### src/sv/ohlm_pkg.sv
// package for the offset hit list merge engine
// action codes and the controller to datapath command and status types
`timescale 1ns / 1ps
`default_nettype none
package ohlm_pkg;

    localparam logic [2:0] ACT_CLEAR = 3'd0;
    localparam logic [2:0] ACT_LOAD  = 3'd1;
    localparam logic [2:0] ACT_FIRST = 3'd2;
    localparam logic [2:0] ACT_BOUND = 3'd3;
    localparam logic [2:0] ACT_LOWER = 3'd4;

    typedef struct packed {
        logic accept;
        logic list_start;
        logic rd;
        logic eval;
        logic list_end;
        logic fin;
    } t_cmd;

    typedef struct packed {
        logic in_query;
        logic lists_done;
        logic p_lt_len;
        logic step_again;
    } t_status;

endpackage
`default_nettype wire

### src/sv/ohlm_ctrl.sv
// sequencing state machine of the merge engine
// uses ohlm_pkg command and status types
`timescale 1ns / 1ps
`default_nettype none
module ohlm_ctrl import ohlm_pkg::*; (
    input  wire logic    i_clk,
    input  wire logic    i_rst_n,
    input  wire logic    i_in_valid,
    output logic         o_in_ready,
    output logic         o_out_valid,
    input  wire logic    i_out_ready,
    input  wire t_status i_status,
    output t_cmd         o_cmd
);
    localparam logic [2:0] S_IDLE = 3'd0;
    localparam logic [2:0] S_LIST = 3'd1;
    localparam logic [2:0] S_RD   = 3'd2;
    localparam logic [2:0] S_WT   = 3'd3;
    localparam logic [2:0] S_END  = 3'd4;
    localparam logic [2:0] S_FIN  = 3'd5;

    logic [2:0] r_state, n_state;
    logic       r_out_valid, n_out_valid;

    always_comb begin
        n_state = r_state;
        o_cmd   = '0;
        unique case (r_state)
            S_IDLE: begin
                if (i_in_valid) begin
                    o_cmd.accept = 1'b1;
                    n_state = i_status.in_query ? S_LIST : S_FIN;
                end
            end
            S_LIST: begin
                if (i_status.lists_done) begin
                    n_state = S_FIN;
                end else begin
                    o_cmd.list_start = 1'b1;
                    n_state = S_RD;
                end
            end
            S_RD: begin
                if (i_status.p_lt_len) begin
                    o_cmd.rd = 1'b1;
                    n_state = S_WT;
                end else begin
                    n_state = S_END;
                end
            end
            S_WT: begin
                o_cmd.eval = 1'b1;
                n_state = i_status.step_again ? S_RD : S_END;
            end
            S_END: begin
                o_cmd.list_end = 1'b1;
                n_state = S_LIST;
            end
            S_FIN: begin
                if (!r_out_valid || i_out_ready) begin
                    o_cmd.fin = 1'b1;
                    n_state = S_IDLE;
                end
            end
            default: n_state = S_IDLE;
        endcase
    end

    always_comb begin
        if (o_cmd.fin) begin
            n_out_valid = 1'b1;
        end else if (i_out_ready) begin
            n_out_valid = 1'b0;
        end else begin
            n_out_valid = r_out_valid;
        end
    end

    always_ff @(posedge i_clk) begin
        if (!i_rst_n) begin
            r_state     <= S_IDLE;
            r_out_valid <= 1'b0;
        end else begin
            r_state     <= n_state;
            r_out_valid <= n_out_valid;
        end
    end

    assign o_in_ready  = (r_state == S_IDLE);
    assign o_out_valid = r_out_valid;
endmodule
`default_nettype wire

### config.mk
export PLATFORM = sky130hd
export DESIGN_NAME = ohlm_ctrl
export DESIGN_NICKNAME = d
export VERILOG_FILES = /design/src/sv/ohlm_pkg.sv /design/src/sv/ohlm_ctrl.sv
export SDC_FILE = /design/constraint.sdc
export NUM_CORES = 1
export LEC_CHECK = 0
export BUFFER_PORTS_ARGS = -buffer_cell sky130_fd_sc_hd__buf_2
export CAP_MARGIN = 40
export CORE_AREA = 4 4 41 43
export DETAILED_ROUTE_END_ITERATION = 12
export DIE_AREA = 0 0 45 47
export GPL_ROUTABILITY_DRIVEN = 0
export PLACE_DENSITY = 0.47
export SLEW_MARGIN = 15
export SYNTH_ARGS = -nofsm -noshare
export SYNTH_HDL_FRONTEND = slang
export SYNTH_SLANG_ARGS = --single-unit
### constraint.sdc
create_clock -name i_clk -period 1.7 [get_ports i_clk]
set_clock_uncertainty 0.15 [all_clocks]
set_input_delay 0.085 -clock i_clk [delete_from_list [all_inputs] [get_ports i_clk]]
set_output_delay 0.085 -clock i_clk [all_outputs]
set_load 0.1 [all_outputs]
* Word-level counts from Yosys, hierarchy flattened *
Cells that the tools add are included.

storage, ports and cells
  input port bits = 8
  flip-flop bits (word level) = 4

operators by class
  muxes and demuxes = 19
  equality and inequality tests = 7
  reductions and logical operators = 5

operator list
  operator            count
  $mux 3              6
  $pmux 3 s6          1
  $mux 1              12
  $eq 3x2->1 const B  2
  $eq 3x3->1 const B  2
  $ne 2x2->1 const B  2
  $eq 3x1->1 const B  1
  $logic_not 3->1     1
  $reduce_and 2->1    1
  $reduce_bool 2->1   1
  $logic_not 1->1     1
  $logic_or 1x1->1    1

* Logic depth before layout (Yosys ltp) *
  depth in word-level cells = 5
  depth in mapped cells = 5
  mapped depth without buffers = 4

* Least setup slack after synthesis *
OpenSTA, ideal clock, no wires.

  path type = flip-flop to flip-flop
  from = register r_state[2]
  to = register r_state[1]
  path buffers = 1
  clock period less this slack = 4.184 ns
  slack = -2.484 ns
  stages on the path, launching flop included = 4
  data arrival time = 3.961 ns
  cell sequence = dfxtp_1 > buf_2 > nor4b_1 > o31a_1

on the way
  cells in the longest elaborated chain, start to end = 3
  elaborated cells between the ends (all ways) = 10
  classes of those cells = eq/ne (7); mux (1); reduce/logical (2)

RTL lines
  element                                        RTL line         RTL
  from (decl)                                    ohlm_ctrl.sv:22  logic [2:0] r_state, n_state;
  from (signal assigned)                         ohlm_ctrl.sv:84  r_state <= n_state;
  $eq 3x3->1 or $logic_not 3->1 (tied branches)  ohlm_ctrl.sv:28  unique case (r_state)
  $ne 2x2->1 (no line)                           n/a
  $reduce_and 2->1 (no line)                     n/a

Parallel ways exist; a longest one is shown, timed or not.
A chain may end at the register's enable or synchronous reset.

==> results.rst <==
.. list-table::
   :header-rows: 1

   * - Metric
     - Value
   * - Number of design-rule violations left by the first detailed-router iteration
     - 2
   * - Shortest period the worst path allows
     - 1.55 ns
   * - Post-route setup slack
     - 0.146 ns
   * - Part of the cycle the worst path needs
     - 0.914
   * - Final hold viol count
     - 0
   * - Routed via count divided by cell count
     - 4.47
   * - Max Root-Sink Buffers
     - 2
   * - Most frequent cells in the layout
     - 9 x sky130_fd_sc_hd__buf_2, 6 x sky130_fd_sc_hd__buf_12, 4 x sky130_fd_sc_hd__dfxtp_2
   * - Number of detailed-route iterations in the first pass
     - 2
   * - Number of buffers inserted to repair setup after CTS
     - 0
   * - Count of boundary I/O pins
     - 16
   * - Type of the worst setup path
     - flip-flop to output pin
   * - Area occupied by multi-input gates
     - 211 um^2
   * - GRT Overall Usage
     - 0.0847
   * - Kind of end point of the critical path
     - output pin
   * - Number of clock sinks seen by CTS
     - 4
   * - Maximum clock frequency
     - 643 MHz
   * - Nets
     - 57
   * - Startpoint kind of the worst setup timing path
     - flip-flop
   * - Number of different library cells in the post-synthesis netlist
     - 20
   * - Count of H-tree levels built during CTS
     - 1
   * - Die Wd
     - 45 um
   * - Floorplan die area
     - 0.00212 mm^2
   * - Total standard cell area after synthesis
     - 264 um^2
   * - Area Overhead vs Synth
     - 101%
   * - Kind of path behind the tightest hold check
     - primary input to flip-flop
   * - Net count after synthesis
     - 38
   * - Power density over the cells
     - 968 mW/mm^2
   * - Antenna cells
     - 0
   * - Clk Latency, worst-skew pair
     - 0.23 ns
   * - Beginning of the worst register-to-register path
     - r_state[1]
   * - Worst Hold Endpoint
     - o_out_valid
   * - CTS tree
     - done
   * - Buffer type at the clock tree root
     - sky130_fd_sc_hd__clkbuf_4
   * - Aggregate negative setup slack
     - 0 ns
   * - Required time of the critical path
     - 1.46 ns
   * - Placement-stage worst setup slack
     - 0.253 ns
   * - Setup repair after global routing missed its margin
     - no
   * - Worst reg2reg setup slack
     - 0.25 ns
   * - Share of post-route cells with drive strength above 1
     - 0.681
   * - Height of the die
     - 47 um
   * - Area of the core
     - 0.00130 mm^2
   * - Count of pins over their slew limit
     - 0
   * - Total Routed Length
     - 691 um
   * - Clock buffers created by TritonCTS
     - 3
   * - Actual transition at the worst max-transition pin
     - 0.485 ns
   * - Total of endpoints with negative setup slack in the final report
     - 0
   * - Pwr Total
     - 0.515 mW
   * - Total overflow reported by the global router
     - 0
   * - Outcome
     - completed
   * - Remaining antenna violation count
     - 0
   * - DR vias
     - 277
   * - Max_slew headroom
     - 0.679
   * - Number of remaining DRC errors
     - 0
   * - Hold path startpoint
     - i_out_ready
   * - Port bufs
     - 15
   * - Sequential cell area fraction in the yosys report
     - 0.303
   * - Largest fanout on the critical path
     - 6
   * - Critical Path Start
     - r_state[1]
   * - Antenna violations before repair
     - 0
   * - Flop and latch count out of synthesis
     - 4
   * - Count of yosys warnings during synthesis
     - 0
   * - Worst voltage drop across the vdd grid
     - 0.249 mV
   * - Wire length of the first global-routing pass
     - 1.31 mm
   * - Number of max-capacitance violations reported
     - 0
   * - Number of cells on the worst hold path
     - 3
   * - Fill cell total of the finished layout
     - 144
   * - Clock-pin slew on the worst setup and hold paths
     - 0.04 ns
   * - CP arrival
     - 1.32 ns
   * - Mean instance size in the synthesized netlist
     - 8.80 um^2
   * - Vias in the first global route
     - 321
   * - Capture point of the worst reg-to-reg path
     - r_state[2]
   * - Starting density of the core
     - 0.203
   * - Synth Instances
     - 30
   * - Half-perimeter wire length after placement
     - 585 um
   * - Cell leakage power
     - 0.221 nW
   * - Routed WL per cell
     - 11.1 um
   * - Standard-cell row count
     - 13
   * - Maximum number of pins on one net before global-route repair
     - 10
   * - Sequential cell area
     - 85.1 um^2
   * - Worst reg2reg path depth
     - 3
   * - Most common cell after layout, fill and taps aside
     - sky130_fd_sc_hd__buf_2
==> power breakdown <==
group	switching [mW]	total (mW)	leakage, nW	internal (mW)
Clock	0.0359	0.115	0.0138	0.0788
Combinational	0.171	0.269	0.172	0.0976
Sequential	0.0255	0.131	0.0344	0.106
Total	0.233	0.515	0.221	0.282
==> cells by family (layout without fill, tap and decap cells) <==
group	count (synthesis)	in the layout	synth area share
simple gates	12	12	0.299
compound gates	7	7	0.204
buf+inv	6	23	0.109
flops	4	4	0.303
mux	1	1	0.0853
==> cells in the mapped netlist <==
library cell	n	area share
sky130_fd_sc_hd__buf_4	1	0.028
sky130_fd_sc_hd__inv_2	1	0.014
sky130_fd_sc_hd__buf_2	2	0.038
sky130_fd_sc_hd__o22a_1	1	0.033
sky130_fd_sc_hd__o41ai_1	1	0.033
sky130_fd_sc_hd__nor2b_1	2	0.047
sky130_fd_sc_hd__mux4_2	1	0.085
sky130_fd_sc_hd__inv_1	2	0.028
sky130_fd_sc_hd__nand2b_1	1	0.024
sky130_fd_sc_hd__o31ai_2	1	0.047
sky130_fd_sc_hd__o31a_1	1	0.033
sky130_fd_sc_hd__and2_1	2	0.047
sky130_fd_sc_hd__nand3_1	1	0.019
sky130_fd_sc_hd__nor4b_1	1	0.033
sky130_fd_sc_hd__or3_1	1	0.024
sky130_fd_sc_hd__o21ai_0	1	0.019
sky130_fd_sc_hd__nor3b_1	3	0.085
sky130_fd_sc_hd__dfxtp_1	4	0.30
sky130_fd_sc_hd__a21oi_1	2	0.038
sky130_fd_sc_hd__nor3_1	1	0.019
==> stage by stage <==
step / utilization / hold WS, ns / instance area, um^2 / cells
finish: 0.409 / 0.00986 / 532 / 62
CTS: 0.407 / 0.00692 / 529 / 62
floorplan: - / 0.0520 / 335 / 30
detailed placement: 0.382 / 0.195 / 497 / 58
global route: 0.409 / 0.0423 / 532 / 62
global placement: 0.382 / 0.200 / 497 / 58
==> registers in the layout, summed over array words and instances (netlist names) <==
signal and cells:
o_out_valid 1, r_state 3
==> how the worst max path moves through the flow <==
stage / to / slack, ns / depth (start not counted)
6_report: o_cmd[0] / 0.15 / 4
5_1_grt: o_cmd[0] / 0.04 / 4
4_1_cts: o_cmd[0] / 0.01 / 3
3_5_place_dp: r_state[2] / 0.25 / 3
3_3_place_gp: r_state[2] / 0.28 / 3
2_1_floorplan: o_cmd[5] / -0.25 / 3
==> area by class of cell <==
| class | instances | area share |
|---|---|---|
| Sequential cell | 4 | 0.160 |
| Inverter | 3 | 0.0212 |
| Tap cell | 15 | 0.0353 |
| Multi-Input combinational cell | 20 | 0.398 |
| Timing Repair Buffer | 17 | 0.344 |
| Clock buffer | 3 | 0.0424 |
==> repair_timing <==
action / CTS / global route
resized for setup: 0 / 2
setup endpoints to repair: 0 / 1
hold buffers: 1 / 0
hold endpoints to repair: 2 / 0
==> worst max-delay path: stages (launching register included) <==
cell and delay [ns]:
sky130_fd_sc_hd__dfxtp_2 0.36, sky130_fd_sc_hd__inv_2 0.15, sky130_fd_sc_hd__nand3_1 0.13, sky130_fd_sc_hd__nor2b_1 0.23
sky130_fd_sc_hd__buf_12 0.21
==> layer usage <==
layer | vias up | wire, um | GRT usage
li1 | 141 | - | -
met1 | 127 | 296 | 0.112
met2 | 9 | 354 | 0.127
met3 | 0 | 40 | 0.00383
met4 | 0 | 0 | 0.0702
met5 | - | 0 | 0
Note: power is estimated with default switching activity, not from simulation.
